--- src/sv/zjid_pkg.sv ---
`default_nettype none
// ----------------------------------------------------------------------------
// Zeno jump interval detector: shared types and constants
// Controller states, command and status bundles, and fixed field widths.
// ----------------------------------------------------------------------------
package zjid_pkg;

   localparam int REQ_DATA_W  = 48;
   localparam int RSP_DATA_W  = 64;
   localparam int OUT_TIME_W  = 48;
   localparam int LIMIT_W     = 32;
   localparam int COUNT_W     = 4;
   localparam int CHUNK_W     = 16;
   localparam int RSP_USED_W  = 1 + COUNT_W + COUNT_W + 1 + OUT_TIME_W + 1;
   localparam int RSP_PAD_W   = RSP_DATA_W - RSP_USED_W;

   typedef enum logic [2:0] {
      ST_IDLE,
      ST_WALK,
      ST_PREP,
      ST_MUL,
      ST_DIV_INIT,
      ST_DIV,
      ST_FINISH
   } state_type;

   typedef struct packed {
      logic start;
      logic walk;
      logic prep;
      logic mul;
      logic div_init;
      logic div;
      logic load;
   } cmd_type;

   typedef struct packed {
      logic walk_done;
      logic mul_last;
      logic div_last;
   } sts_type;

endpackage
`default_nettype wire

--- src/sv/zjid_datapath.sv ---
`default_nettype none
// ----------------------------------------------------------------------------
// Zeno jump interval detector: datapath
// Timestamp ring, gap walk with shrink and tiny counts, chunked multiplier,
// restoring divider and the result register.
// ----------------------------------------------------------------------------
module zjid_datapath
   import zjid_pkg::*;
#(
   parameter int WINDOW    = 10,
   parameter int TIME_BITS = 48
) (
   input  wire logic                  clock,
   input  wire logic                  reset,
   input  wire cmd_type               cmd,
   output      sts_type               sts,
   input  wire logic [REQ_DATA_W-1:0] jump_time,
   input  wire logic                  new_run,
   input  wire logic                  csr_we,
   input  wire logic [LIMIT_W-1:0]    csr_data,
   output      logic [RSP_DATA_W-1:0] rsp_data
);

   localparam int TW  = (TIME_BITS < OUT_TIME_W) ? TIME_BITS : OUT_TIME_W;
   localparam int SW  = $clog2(WINDOW);
   localparam int CW  = $clog2(WINDOW + 1);
   localparam int IW  = CW + 1;
   localparam int NC  = (TW + CHUNK_W - 1) / CHUNK_W;
   localparam int MW  = NC * CHUNK_W;
   localparam int AW  = TW + MW;
   localparam int PW  = TW + CHUNK_W;
   localparam int LW  = (TW > LIMIT_W) ? TW : LIMIT_W;
   localparam int SX  = TW + 6;
   localparam int MCW = (NC > 1) ? $clog2(NC) : 1;
   localparam int DCW = $clog2(TW);

   logic [TW-1:0]        mem [WINDOW];

   logic [CW-1:0]        jc_ff;
   logic [SW-1:0]        ws_ff;
   logic [LIMIT_W-1:0]   limit_ff;
   logic [CW-1:0]        rd_left_ff;
   logic                 rd_vld_ff;
   logic                 gap_vld_ff;
   logic                 have_t_ff;
   logic                 have_p_ff;

   logic [SW-1:0]        rd_slot_ff;
   logic [TW-1:0]        rd_data_ff;
   logic                 full_ff;
   logic [TW-1:0]        t0_ff;
   logic [TW-1:0]        t1_ff;
   logic [TW-1:0]        t2_ff;
   logic signed [TW:0]   gap_ff;
   logic signed [SX-1:0] p19_ff;
   logic [CW-1:0]        shrink_ff;
   logic [CW-1:0]        tiny_ff;
   logic [TW:0]          d1_ff;
   logic [TW:0]          d2_ff;
   logic [MW-1:0]        mcand_ff;
   logic [AW-1:0]        acc_ff;
   logic [MCW-1:0]       mcnt_ff;
   logic [TW-1:0]        divisor_ff;
   logic                 est_ok_ff;
   logic [TW-1:0]        rem_ff;
   logic [TW-1:0]        quo_ff;
   logic                 big_ff;
   logic [DCW-1:0]       dcnt_ff;
   logic [RSP_DATA_W-1:0] rsp_data_ff;

   logic [SW-1:0]        wr_slot;
   logic [CW-1:0]        jc_base;
   logic [SW-1:0]        ws_in;
   logic [CW-1:0]        jc_in;
   logic [IW-1:0]        ws_wide;
   logic [IW-1:0]        jc_wide;
   logic [IW-1:0]        start_wide;
   logic [SW-1:0]        rd_slot_in;
   logic signed [TW:0]   gap_in;
   logic signed [SX-1:0] g_ext;
   logic signed [SX-1:0] g20;
   logic signed [SX-1:0] p19_in;
   logic                 shrink_hit;
   logic                 tiny_hit;
   logic [TW:0]          d1_in;
   logic [TW:0]          d2_in;
   logic [TW:0]          dd;
   logic [PW-1:0]        pp;
   logic [AW-1:0]        acc_in;
   logic [TW:0]          shifted;
   logic                 ge;
   logic [TW:0]          sum;
   logic                 clip;
   logic [TW-1:0]        acc_time;
   logic                 zeno;
   logic [COUNT_W-1:0]   shrink_out;
   logic [COUNT_W-1:0]   tiny_out;

   always_comb begin
      wr_slot    = new_run ? '0 : ws_ff;
      jc_base    = new_run ? '0 : jc_ff;
      ws_in      = (wr_slot == SW'(WINDOW - 1)) ? '0 : wr_slot + SW'(1);
      jc_in      = (jc_base == CW'(WINDOW)) ? jc_base : jc_base + CW'(1);
      ws_wide    = IW'(ws_in);
      jc_wide    = IW'(jc_in);
      start_wide = (ws_wide >= jc_wide) ? ws_wide - jc_wide
                                        : ws_wide + IW'(WINDOW) - jc_wide;
      rd_slot_in = (rd_slot_ff == SW'(WINDOW - 1)) ? '0 : rd_slot_ff + SW'(1);

      gap_in     = $signed({1'b0, rd_data_ff}) - $signed({1'b0, t2_ff});
      g_ext      = SX'(gap_ff);
      g20        = (g_ext <<< 4) + (g_ext <<< 2);
      p19_in     = (g_ext <<< 4) + (g_ext <<< 1) + g_ext;
      shrink_hit = !have_p_ff || (g20 < p19_ff);
      tiny_hit   = gap_ff[TW] || (LW'(gap_ff[TW-1:0]) < LW'(limit_ff));

      d1_in      = {1'b0, t1_ff} - {1'b0, t0_ff};
      d2_in      = {1'b0, t2_ff} - {1'b0, t1_ff};
      dd         = d1_ff - d2_ff;
      pp         = PW'(d1_ff[TW-1:0]) * PW'(mcand_ff[MW-1 -: CHUNK_W]);
      acc_in     = (acc_ff << CHUNK_W) + AW'(pp);

      shifted    = {rem_ff, quo_ff[TW-1]};
      ge         = shifted >= {1'b0, divisor_ff};

      sum        = {1'b0, t2_ff} + {1'b0, quo_ff};
      clip       = big_ff || sum[TW];
      acc_time   = !est_ok_ff ? '0 : (clip ? {TW{1'b1}} : sum[TW-1:0]);
      zeno       = full_ff && ((8'(shrink_ff) >= 8'(WINDOW - 2)) ||
                               (8'(tiny_ff) >= 8'(WINDOW / 2)));
      shrink_out = (8'(shrink_ff) > 8'd15) ? 4'hF : COUNT_W'(shrink_ff);
      tiny_out   = (8'(tiny_ff) > 8'd15) ? 4'hF : COUNT_W'(tiny_ff);
   end

   always_ff @(posedge clock) begin
      if (reset) begin
         jc_ff      <= '0;
         ws_ff      <= '0;
         limit_ff   <= LIMIT_W'(1);
         rd_left_ff <= '0;
         rd_vld_ff  <= 1'b0;
         gap_vld_ff <= 1'b0;
         have_t_ff  <= 1'b0;
         have_p_ff  <= 1'b0;
      end else begin
         if (csr_we) begin
            limit_ff <= csr_data;
         end
         if (cmd.start) begin
            jc_ff      <= jc_in;
            ws_ff      <= ws_in;
            rd_left_ff <= jc_in;
            rd_vld_ff  <= 1'b0;
            gap_vld_ff <= 1'b0;
            have_t_ff  <= 1'b0;
            have_p_ff  <= 1'b0;
         end else if (cmd.walk) begin
            rd_vld_ff  <= (rd_left_ff != '0);
            gap_vld_ff <= rd_vld_ff && have_t_ff;
            if (rd_left_ff != '0) begin
               rd_left_ff <= rd_left_ff - CW'(1);
            end
            if (rd_vld_ff) begin
               have_t_ff <= 1'b1;
            end
            if (gap_vld_ff) begin
               have_p_ff <= 1'b1;
            end
         end
      end
   end

   always_ff @(posedge clock) begin
      if (cmd.start) begin
         mem[wr_slot] <= jump_time[TW-1:0];
      end
      if (cmd.walk && (rd_left_ff != '0)) begin
         rd_data_ff <= mem[rd_slot_ff];
      end
   end

   always_ff @(posedge clock) begin
      if (cmd.start) begin
         rd_slot_ff <= SW'(start_wide);
         full_ff    <= (jc_in == CW'(WINDOW));
         shrink_ff  <= '0;
         tiny_ff    <= '0;
      end
      if (cmd.walk) begin
         if (rd_left_ff != '0) begin
            rd_slot_ff <= rd_slot_in;
         end
         if (rd_vld_ff) begin
            t0_ff  <= t1_ff;
            t1_ff  <= t2_ff;
            t2_ff  <= rd_data_ff;
            gap_ff <= gap_in;
         end
         if (gap_vld_ff) begin
            p19_ff <= p19_in;
            if (full_ff && shrink_hit) begin
               shrink_ff <= shrink_ff + CW'(1);
            end
            if (full_ff && tiny_hit) begin
               tiny_ff <= tiny_ff + CW'(1);
            end
         end
      end
      if (cmd.prep) begin
         d1_ff    <= d1_in;
         d2_ff    <= d2_in;
         mcand_ff <= MW'(d2_in[TW-1:0]);
         acc_ff   <= '0;
         mcnt_ff  <= '0;
      end
      if (cmd.mul) begin
         acc_ff     <= acc_in;
         mcand_ff   <= mcand_ff << CHUNK_W;
         mcnt_ff    <= mcnt_ff + MCW'(1);
         divisor_ff <= dd[TW-1:0];
         est_ok_ff  <= (jc_ff >= CW'(3)) && !d1_ff[TW] && (d1_ff != '0) &&
                       !d2_ff[TW] && (d2_ff != '0) && !dd[TW] && (dd != '0);
      end
      if (cmd.div_init) begin
         rem_ff  <= acc_ff[2*TW-1:TW];
         quo_ff  <= acc_ff[TW-1:0];
         big_ff  <= acc_ff[2*TW-1:TW] >= divisor_ff;
         dcnt_ff <= '0;
      end
      if (cmd.div) begin
         rem_ff  <= ge ? TW'(shifted - {1'b0, divisor_ff}) : shifted[TW-1:0];
         quo_ff  <= {quo_ff[TW-2:0], ge};
         dcnt_ff <= dcnt_ff + DCW'(1);
      end
      if (cmd.load) begin
         rsp_data_ff <= {{RSP_PAD_W{1'b0}}, est_ok_ff && clip,
                         OUT_TIME_W'(acc_time), est_ok_ff,
                         tiny_out, shrink_out, zeno};
      end
   end

   assign sts.walk_done = (rd_left_ff == '0) && !rd_vld_ff && !gap_vld_ff;
   assign sts.mul_last  = (mcnt_ff == MCW'(NC - 1));
   assign sts.div_last  = (dcnt_ff == DCW'(TW - 1));
   assign rsp_data      = rsp_data_ff;

   assert property (@(posedge clock) disable iff (reset)
      IW'(ws_ff) < IW'(WINDOW))
      else $error("write slot outside the ring");
   assert property (@(posedge clock) disable iff (reset)
      IW'(jc_ff) <= IW'(WINDOW))
      else $error("jump count beyond the window");
   assert property (@(posedge clock) disable iff (reset)
      cmd.load |-> ((rd_left_ff == '0) && !rd_vld_ff && !gap_vld_ff))
      else $error("result loaded before the gap walk drained");

endmodule
`default_nettype wire

--- src/sv/zjid_controller.sv ---
`default_nettype none
// ----------------------------------------------------------------------------
// Zeno jump interval detector: controller
// Sequences accept, gap walk, multiply, divide and result hand-off.
// ----------------------------------------------------------------------------
module zjid_controller
   import zjid_pkg::*;
(
   input  wire logic    clock,
   input  wire logic    reset,
   input  wire logic    req_valid,
   output      logic    req_ready,
   output      logic    rsp_valid,
   input  wire logic    rsp_ready,
   output      cmd_type cmd,
   input  wire sts_type sts
);

   state_type state_ff;
   state_type state_in;
   logic      rsp_valid_ff;

   always_ff @(posedge clock) begin
      if (reset) begin
         state_ff     <= ST_IDLE;
         rsp_valid_ff <= 1'b0;
      end else begin
         state_ff <= state_in;
         if (cmd.load) begin
            rsp_valid_ff <= 1'b1;
         end else if (rsp_ready) begin
            rsp_valid_ff <= 1'b0;
         end
      end
   end

   always_comb begin
      state_in  = state_ff;
      cmd       = '0;
      req_ready = 1'b0;
      unique case (state_ff)
         ST_IDLE: begin
            req_ready = 1'b1;
            if (req_valid) begin
               cmd.start = 1'b1;
               state_in  = ST_WALK;
            end
         end
         ST_WALK: begin
            if (sts.walk_done) begin
               state_in = ST_PREP;
            end else begin
               cmd.walk = 1'b1;
            end
         end
         ST_PREP: begin
            cmd.prep = 1'b1;
            state_in = ST_MUL;
         end
         ST_MUL: begin
            cmd.mul = 1'b1;
            if (sts.mul_last) begin
               state_in = ST_DIV_INIT;
            end
         end
         ST_DIV_INIT: begin
            cmd.div_init = 1'b1;
            state_in     = ST_DIV;
         end
         ST_DIV: begin
            cmd.div = 1'b1;
            if (sts.div_last) begin
               state_in = ST_FINISH;
            end
         end
         ST_FINISH: begin
            if (!rsp_valid_ff || rsp_ready) begin
               cmd.load = 1'b1;
               state_in = ST_IDLE;
            end
         end
         default: begin
            state_in = ST_IDLE;
         end
      endcase
   end

   assign rsp_valid = rsp_valid_ff;

   assert property (@(posedge clock) disable iff (reset)
      (req_valid && req_ready) |=> !req_ready)
      else $error("a second item was taken while one is in flight");
   assert property (@(posedge clock) disable iff (reset)
      (state_ff == ST_FINISH && !rsp_valid_ff) |=> rsp_valid_ff)
      else $error("finished result not presented");
   assert property (@(posedge clock) disable iff (reset)
      (rsp_valid && !rsp_ready) |=> rsp_valid)
      else $error("result withdrawn before it was taken");

endmodule
`default_nettype wire

--- src/sv/zeno_jump_interval_detector.sv ---
`default_nettype none
// One item is taken at a time: a new jump is accepted only once the previous result
// is loaded, after the ring walk, the multiply and the one-bit-per-cycle divider.
// The walk is shorter while the ring is filling; TIME_BITS is capped at 48.
// A result left waiting holds the next item.
// Reset (synchronous, active high) empties the history and sets the tiny gap
// limit to 1; the ring contents are not cleared.
// ----------------------------------------------------------------------------
// Zeno jump interval detector
// Keeps the last WINDOW jump times, counts shrinking and tiny gaps, flags Zeno
// behaviour and estimates the accumulation time from the last three jumps.
// ----------------------------------------------------------------------------
module zeno_jump_interval_detector
   import zjid_pkg::*;
#(
   parameter int WINDOW    = 10,
   parameter int TIME_BITS = 48
) (
   input  wire logic                  clock,
   input  wire logic                  reset,
   input  wire logic                  req_tvalid,
   output      logic                  req_tready,
   // jump_time[47:0]
   input  wire logic [REQ_DATA_W-1:0] req_tdata,
   // new_run
   input  wire logic                  req_tuser,
   output      logic                  rsp_tvalid,
   input  wire logic                  rsp_tready,
   // zeno_detected[0], shrinking_gaps[4:1], tiny_gaps[8:5], estimate_valid[9],
   // accumulation_time[57:10], estimate_clipped[58], zero[63:59]
   output      logic [RSP_DATA_W-1:0] rsp_tdata,
   input  wire logic                  csr_valid,
   output      logic                  csr_ready,
   input  wire logic [LIMIT_W-1:0]    csr_data
);

   cmd_type cmd;
   sts_type sts;

   assign csr_ready = 1'b1;

   zjid_controller u_controller (
      .clock     (clock),
      .reset     (reset),
      .req_valid (req_tvalid),
      .req_ready (req_tready),
      .rsp_valid (rsp_tvalid),
      .rsp_ready (rsp_tready),
      .cmd       (cmd),
      .sts       (sts)
   );

   zjid_datapath #(
      .WINDOW    (WINDOW),
      .TIME_BITS (TIME_BITS)
   ) u_datapath (
      .clock     (clock),
      .reset     (reset),
      .cmd       (cmd),
      .sts       (sts),
      .jump_time (req_tdata),
      .new_run   (req_tuser),
      .csr_we    (csr_valid && csr_ready),
      .csr_data  (csr_data),
      .rsp_data  (rsp_tdata)
   );

endmodule
`default_nettype wire

--- config.mk ---
export PLATFORM = sky130hd
export DESIGN_NAME = zeno_jump_interval_detector
export DESIGN_NICKNAME = d
export VERILOG_FILES = /design/src/sv/zjid_pkg.sv /design/src/sv/zjid_datapath.sv /design/src/sv/zjid_controller.sv /design/src/sv/zeno_jump_interval_detector.sv
export SDC_FILE = /design/constraint.sdc
export NUM_CORES = 2
export LEC_CHECK = 0
export BUFFER_PORTS_ARGS = -buffer_cell sky130_fd_sc_hd__buf_2
export CORE_MARGIN = 2
export CORE_UTILIZATION = 60
export CTS_BUF_LIST = sky130_fd_sc_hd__clkbuf_4 sky130_fd_sc_hd__clkbuf_8
export DETAILED_ROUTE_END_ITERATION = 8
export PLACE_DENSITY = 0.77
export SLEW_MARGIN = 25
export SYNTH_ARGS = -nofsm -noshare
export SYNTH_HDL_FRONTEND = slang
export SYNTH_SLANG_ARGS = --single-unit
--- constraint.sdc ---
create_clock -name clock -period 6.95 [get_ports clock]
set_input_delay 0.3475 -clock clock [delete_from_list [all_inputs] [get_ports clock]]
set_output_delay 0.3475 -clock clock [all_outputs]
set_load 0.01 [all_outputs]
==> Word-level counts from Yosys, hierarchy flattened <==
Memories as Yosys holds them, arrays and structs flattened. A register that Yosys moved wholly into a read port is not among the register bits.
Cells that the tools add are included.
{ "totals": {"reg_bits": 767, "ram_bits": 480, "input_bits": 86, "out_inout_bits": 67, "wordCells": 178, "memories": 1} }
{ "op_classes": {"addsub": 21, "n_mul": 1, "n_lt_le_gt_ge": 8, "eq_ne": 17, "muxes": 55, "reduce_logical": 42} }
{ "memory_table": {"columns": ["memory", "words", "width", "read_ports", "rd_ports_with_merged_regs", "wr", "line", "text"], "rows": [
  ["u_datapath.mem", 10, 48, 1, 1, 1, "zjid_datapath.sv:37", "logic [TW-1:0] mem [WINDOW];"]
]} }
{ "op_table": {"columns": ["op", "n"], "rows": [
  ["$mux W48", 8],
  ["$mux W96", 2],
  ["$reduce_bool A49 Y1", 3],
  ["$sub A48 B48 Y49", 3],
  ["$add A96 B64 Y96", 1],
  ["$mux W4", 20],
  ["$mul A48 B16 Y64", 1],
  ["$add A53 B50 Y54", 1],
  ["$add A53 B51 Y54", 1],
  ["$add A54 B49 Y54", 1],
  ["$lt A54 B54 Y1", 1],
  ["$add A48 B48 Y49", 1],
  ["$ge A49 B48 Y1", 1],
  ["$sub A49 B49 Y49", 1],
  ["$ge A48 B48 Y1", 1],
  ["$lt A48 B32 Y1", 1],
  ["$sub A48 B48 Y48", 1],
  ["$pmux W3 S7", 1],
  ["$add A4 B1 Y4 const B", 5],
  ["$eq A4 B4 Y1 const B", 4],
  ["$mux W1", 15],
  ["$mux W3", 5],
  ["$logic_and A1 B1 Y1", 14],
  ["$mux W6", 2],
  ["26 further kinds", 50]
]} }

==> Depth between registers and ports, before layout <==
{ "depth": {"word_depth": 9, "ltp_mapped": 29, "mapped_depth_nobuf": 26} }

==> By module <==
Synthesis repeated with hierarchy kept, for this count alone.
{ "hier_totals": {"cells_unflattened": 9102, "area_unflattened_um2": 97850.1} }
{ "by_module_without_submodules": {"columns": ["module", "instances", "cells_per_inst", "area_per_inst_um2", "seq_area_each_um2"], "rows": [
  ["zjid_datapath", 1, 9065, 97548.6, 38006.5],
  ["zjid_controller", 1, 35, 290.3, 80.1],
  ["zeno_jump_interval_detector", 1, 2, 11.3, 0.0]
]} }

==> Least setup slack after synthesis <==
No wires, ideal clock.
{ "synth_timing": {"path_kind": "register to register", "startpoint": "register u_datapath.mcand_ff[33]", "endpoint": "register u_datapath.acc_ff[84], data pin", "setup_time_ps": 266, "arrival_time_ps": 6910, "required_ps": 6684, "setup_slack_ps": -226, "path_stages_with_launch": 29, "n_path_buf": 4, "synth_period_minus_slack_ps": 7176, "cell_sequence": "edfxtp_1 -> clkbuf_1 -> clkbuf_1 -> nand2_1 -> fa_1 -> inv_1 -> fa_1 -> inv_1 -> fa_1 -> inv_1 -> fa_1 -> fa_1 -> inv_1 -> fa_1 -> inv_1 -> ha_1 -> clkbuf_1 -> nand4_1 -> or4_1 -> o221ai_1 -> a21oi_1 -> a21bo_2 -> a211oi_1 -> o31ai_2 -> a41oi_2 -> buf_2 -> nor3b_1 -> xnor2_1 -> nor2_1"} }
{ "synth_via": {"elab_chain_len": 3} }
{ "synth_rtl": {"columns": ["item", "line", "text"], "rows": [
  ["start, declared", "zjid_datapath.sv:60", "logic [MW-1:0] mcand_ff;"],
  ["start signal, assigned", "zjid_datapath.sv:212", "mcand_ff <= MW'(d2_in[TW-1:0]);"],
  ["start signal, assigned", "zjid_datapath.sv:218", "mcand_ff <= mcand_ff << CHUNK_W;"],
  ["$mul A48 B16 Y64", "zjid_datapath.sv:120", "pp = PW'(d1_ff[TW-1:0]) * PW'(mcand_ff[MW-1 -: CHUNK_W]);"],
  ["$add A96 B64 Y96", "zjid_datapath.sv:121", "acc_in = (acc_ff << CHUNK_W) + AW'(pp);"],
  ["$mux W96", "zjid_datapath.sv:216", "if (cmd.mul) begin"],
  ["end signal, assigned", "zjid_datapath.sv:217", "acc_ff <= acc_in;"],
  ["end, declared", "zjid_datapath.sv:61", "logic [AW-1:0] acc_ff;"]
]} }
No other way between the ends.
A chain may end at the register's enable or synchronous reset.

==> Worst setup path after layout <==
{ "layout_timing": {"startpoint": "register u_datapath.d1_ff[25]", "endpoint": "register u_datapath.acc_ff[83], data pin"} }
{ "layout_via": {"elab_chain_len": 3} }
{ "layout_rtl": {"columns": ["item", "line", "text"], "rows": [
  ["start, declared", "zjid_datapath.sv:58", "logic [TW:0] d1_ff;"],
  ["start signal, assigned", "zjid_datapath.sv:210", "d1_ff <= d1_in;"],
  ["$mul A48 B16 Y64", "zjid_datapath.sv:120", null],
  ["$add A96 B64 Y96", "zjid_datapath.sv:121", null],
  ["$mux W96", "zjid_datapath.sv:216", null]
]} }
No other way between the ends.

==> summary.md <==
## Yosys
• number of synthesized flops with an enable pin: 1215
• gate count of the mapped netlist: 9282
• average cell area after synthesis: 10.6 um^2
• number of synthesis warnings: 0
• async set-reset flop share out of synthesis: 0
• mapped cell area: 98300 um^2
• Yosys cell types: 105
• most instantiated flip-flop cell in the synthesis netlist: sky130_fd_sc_hd__edfxtp_1
• total of flip-flops plus latches after synthesis: 1295
• register area share after synthesis: 0.387

## Worst setup path
• Worst Reg2Reg Path Length in Cells: 27
• crit-path most repeated cell: sky130_fd_sc_hd__fa_1
• maximum fanout along the worst path: 7
• Critical Path Start Type: register
• Data required, critical path: 7640 ps
• minimum setup slack among reg-to-reg paths: -220 ps
• end of the worst register-to-register path: u_datapath.acc_ff[83]$_SDFFCE_PN0P_
• worst path buffer plus inverter count: 7
• Slowest Stage Delay on Critical Path: 590 ps
• family with the most delay on the worst path: adder cells
• start of the worst register-to-register path: u_datapath.d1_ff[25]$_DFFE_PP_
• arrival time at the worst endpoint: 7860 ps
• critical path capture point type: register
• Setup CP Type: reg -> reg
• highest-delay cell along the critical path: sky130_fd_sc_hd__fa_1

## Placement
• placement-stage worst setup slack: -406 ps
• instance count after placement with tap cells included: 11600
• Final GP Congestion: 1.02
• Detail Placement HPWL: 223 mm
• post-placement cell area: 104000 um^2
• count of buffers from port buffering: 146

## Detailed routing
• via/cell ratio: 6.09
• Post-Route WL: 291 mm
• via count: 73800
• remaining routing DRC violations: 0
• number of iterations in the first detailed-routing pass: 6
• drt first-iter violations: 7664
• routed wire length per instance: 24.0 um
• number of nets with antenna violations after detailed routing: 0

## Timing
• total count of max-transition violations in the final report: 0
• clock period minus worst slack: 7170 ps
• setup violation total in the final timing report: 27
• final critical-path share of the clock period: 1.03
• final hold viol count: 0
• RSZ-0062 raised after global routing: true
• Least-Margin Pin Slew: 1160 ps
• highest clock rate: 0.139 GHz
• normalized max-slew margin: 0.208
• post-route setup slack: -221 ps
• Setup Skew: 65.4 ps

## Floorplan
• die outline area: 167000 um^2
• placeable core region: 163000 um^2
• total number of placement rows: 148
• total I/O pin count: 153
• die outline width: 409 um
• effective utilization at floorplan: 0.604
• y dimension of the die: 409 um

## Min path
• number of cells traversed by the worst hold path: 3
• hold path endpoint: u_datapath.limit_ff[21]$_SDFFE_PP0P_
• beginning of the worst hold path: csr_valid
• hold crit path type: in -> reg

## Layout
• layout cell share with drive strength beyond 1: 0.120
• post-route cell area: 110000 um^2
• post-layout instance count excluding filler cells: 12100
• Layout Area Growth over Synthesis: 11.9%
• filler cell count: 12100
• number of nets in the layout: 11300

## Global routing
• combined global-route utilization of all metal layers: 0.348
• GRT Residual Overflow: 0
• via count of the first global-routing pass: 74800
• number of antenna violations at the first check in global routing: 21
• maximum number of pins on one net before global-route repair: 93
• first-pass GRT wire length: 443 mm

## Run
• number of max-cap violations: 0

## Run status
• status: finished with violations
• failing checks: setup timing

## Clock tree
• clock root buffer: sky130_fd_sc_hd__clkbuf_8
• count of clock tree sinks: 1295
• number of levels the H-tree was split into: 4
• worst-case clock buffer depth: 3
• number of buffers created by CTS: 210
• CTS tree: built
• Clock transition at path regs: 60 ps
• clock network latency to the later pin of the worst-skew pair: 990 ps

layout make-up:
cell class                 instances  area [um^2]  area share
multi-input combinational       6286        54300       0.494
clock inverter                   102          965     0.00877
timing repair buffer             673         5410      0.0492
inverter                        1313         4940      0.0449
clock buffer                     282         3520      0.0320
sequential                      1295        38100       0.346
tap                             2175         2720      0.0247
antenna                            8         20.0    0.000182
Yosys cell counts (all sizes together) (18+ instances only):
cell | instances | area share
nor4 | 57 | 0.0036
o21bai | 69 | 0.0053
o211ai | 19 | 0.0015
a22o | 35 | 0.0031
o21ai | 358 | 0.018
nand2 | 910 | 0.035
nor3 | 72 | 0.0037
a21oi | 598 | 0.030
clkbuf | 343 | 0.013
fa | 747 | 0.15
xnor2 | 275 | 0.025
a31oi | 90 | 0.0057
ha | 687 | 0.087
and2 | 301 | 0.019
mux4 | 96 | 0.022
edfxtp | 1215 | 0.37
nand3 | 101 | 0.0051
mux2i | 101 | 0.010
nand4 | 109 | 0.0069
or2 | 19 | 0.0012
buf | 47 | 0.0026
a211oi | 90 | 0.0071
a21o | 322 | 0.025
dfxtp | 80 | 0.016
o21a | 61 | 0.0047
or3 | 22 | 0.0014
a21boi | 19 | 0.0015
and3 | 71 | 0.0045
inv | 1311 | 0.050
nand2b | 59 | 0.0038
nor2b | 129 | 0.0083
o31ai | 32 | 0.0026
o31a | 18 | 0.0016
nor2 | 432 | 0.017
xor2 | 161 | 0.014
per-layer routing:
metal / track usage / up-vias / wire length (um)
met1: 0.458 / 36500 / 113000
met3: 0.0848 / 714 / 30600
li1: - / 32900 / -
met4: 0.153 / 10 / 14700
met5: 0 / - / 62
met2: 0.549 / 3720 / 133000
worst max path at each step:
| stage | from | endpoint | cells past startpoint |
|---|---|---|---|
| 6_report | u_datapath.d1_ff[25]$_DFFE_PP_ | u_datapath.acc_ff[83]$_SDFFCE_PN0P_ | 27 |
| 5_1_grt | u_datapath.mcand_ff[36]$_DFFE_PP_ | u_datapath.acc_ff[75]$_SDFFCE_PN0P_ | 28 |
| 4_1_cts | u_datapath.mcand_ff[33]$_DFFE_PP_ | u_datapath.acc_ff[85]$_SDFFCE_PN0P_ | 29 |
| 3_5_place_dp | u_datapath.mcand_ff[36]$_DFFE_PP_ | u_datapath.acc_ff[84]$_SDFFCE_PN0P_ | 27 |
| 3_3_place_gp | u_datapath.mcand_ff[36]$_DFFE_PP_ | u_datapath.acc_ff[88]$_SDFFCE_PN0P_ | 27 |
| 2_1_floorplan | u_datapath.mcand_ff[33]$_DFFE_PP_ | u_datapath.acc_ff[89]$_SDFFCE_PN0P_ | 27 |
tightest hold or removal path, stage by stage:
cell and delay [ps]:
sky130_fd_sc_hd__buf_2 410, sky130_fd_sc_hd__mux2i_1 220, sky130_fd_sc_hd__nor2_1 70
cell usage in the layout, fill, tap and decap left out, types with 59 or more instances in the layout:
cell / n
sky130_fd_sc_hd__dfxtp_1: 75
sky130_fd_sc_hd__o21bai_1: 69
sky130_fd_sc_hd__inv_1: 1308
sky130_fd_sc_hd__edfxtp_1: 1215
sky130_fd_sc_hd__fa_1: 743
sky130_fd_sc_hd__nand4_1: 109
sky130_fd_sc_hd__o21a_1: 61
sky130_fd_sc_hd__nor3_1: 68
sky130_fd_sc_hd__and3_1: 63
sky130_fd_sc_hd__mux2i_1: 101
sky130_fd_sc_hd__o21ai_1: 82
sky130_fd_sc_hd__nand3_1: 99
sky130_fd_sc_hd__nor2b_1: 126
sky130_fd_sc_hd__a21oi_1: 585
sky130_fd_sc_hd__xnor2_1: 272
sky130_fd_sc_hd__a211oi_1: 83
sky130_fd_sc_hd__mux4_2: 96
sky130_fd_sc_hd__o21ai_0: 267
sky130_fd_sc_hd__ha_1: 677
sky130_fd_sc_hd__a31oi_1: 88
sky130_fd_sc_hd__buf_2: 145
sky130_fd_sc_hd__a21o_1: 321
sky130_fd_sc_hd__nand2b_1: 59
sky130_fd_sc_hd__nor2_1: 425
sky130_fd_sc_hd__nand2_1: 907
sky130_fd_sc_hd__clkbuf_8: 225
sky130_fd_sc_hd__xor2_1: 161
sky130_fd_sc_hd__dlygate4sd3_1: 84
sky130_fd_sc_hd__and2_1: 297
sky130_fd_sc_hd__buf_4: 398
logic make-up after synthesis:
logic type / share of synthesized area
fa+ha+maj: 0.240
simple gates: 0.114
flops: 0.387
mux: 0.0327
buf+inv: 0.0663
other cells: 0.0000764
compound gates: 0.121
xor+xnor: 0.0388
flip-flops by register name, summed over array words and instances (netlist names), 49 cells and up:
name	cells
u_datapath.mem	480
u_datapath.acc_ff	96
u_datapath.rsp_data	59
u_datapath.p19_ff	54
u_datapath.d1_ff	49
u_datapath.d2_ff	49
u_datapath.gap_ff	49
timing repair:
action                                  4_1_cts  5_1_grt
hold endpoints to repair                    523       44
cloned                                        1        0
hold buffers                                 83        1
endpoints found under the setup margin       49       56
setup buffers                                14        4
gates resized for setup                      54       41
pin swaps                                    10        8
stage by stage:
step / setup TNS (ps) / hold slack, ps / util
after global placement: -7310 / 437 / 0.639
after floorplan: 0 / 425 / -
after global routing: -11310 / 92.0 / 0.676
after CTS: -507 / 14.2 / 0.674
final: -2670 / 103 / 0.676
after detailed placement: -10570 / 439 / 0.639
Power is left out: the tool's default activity adds up to more than one toggle a clock period on the data nets, which glitch-free logic cannot reach.
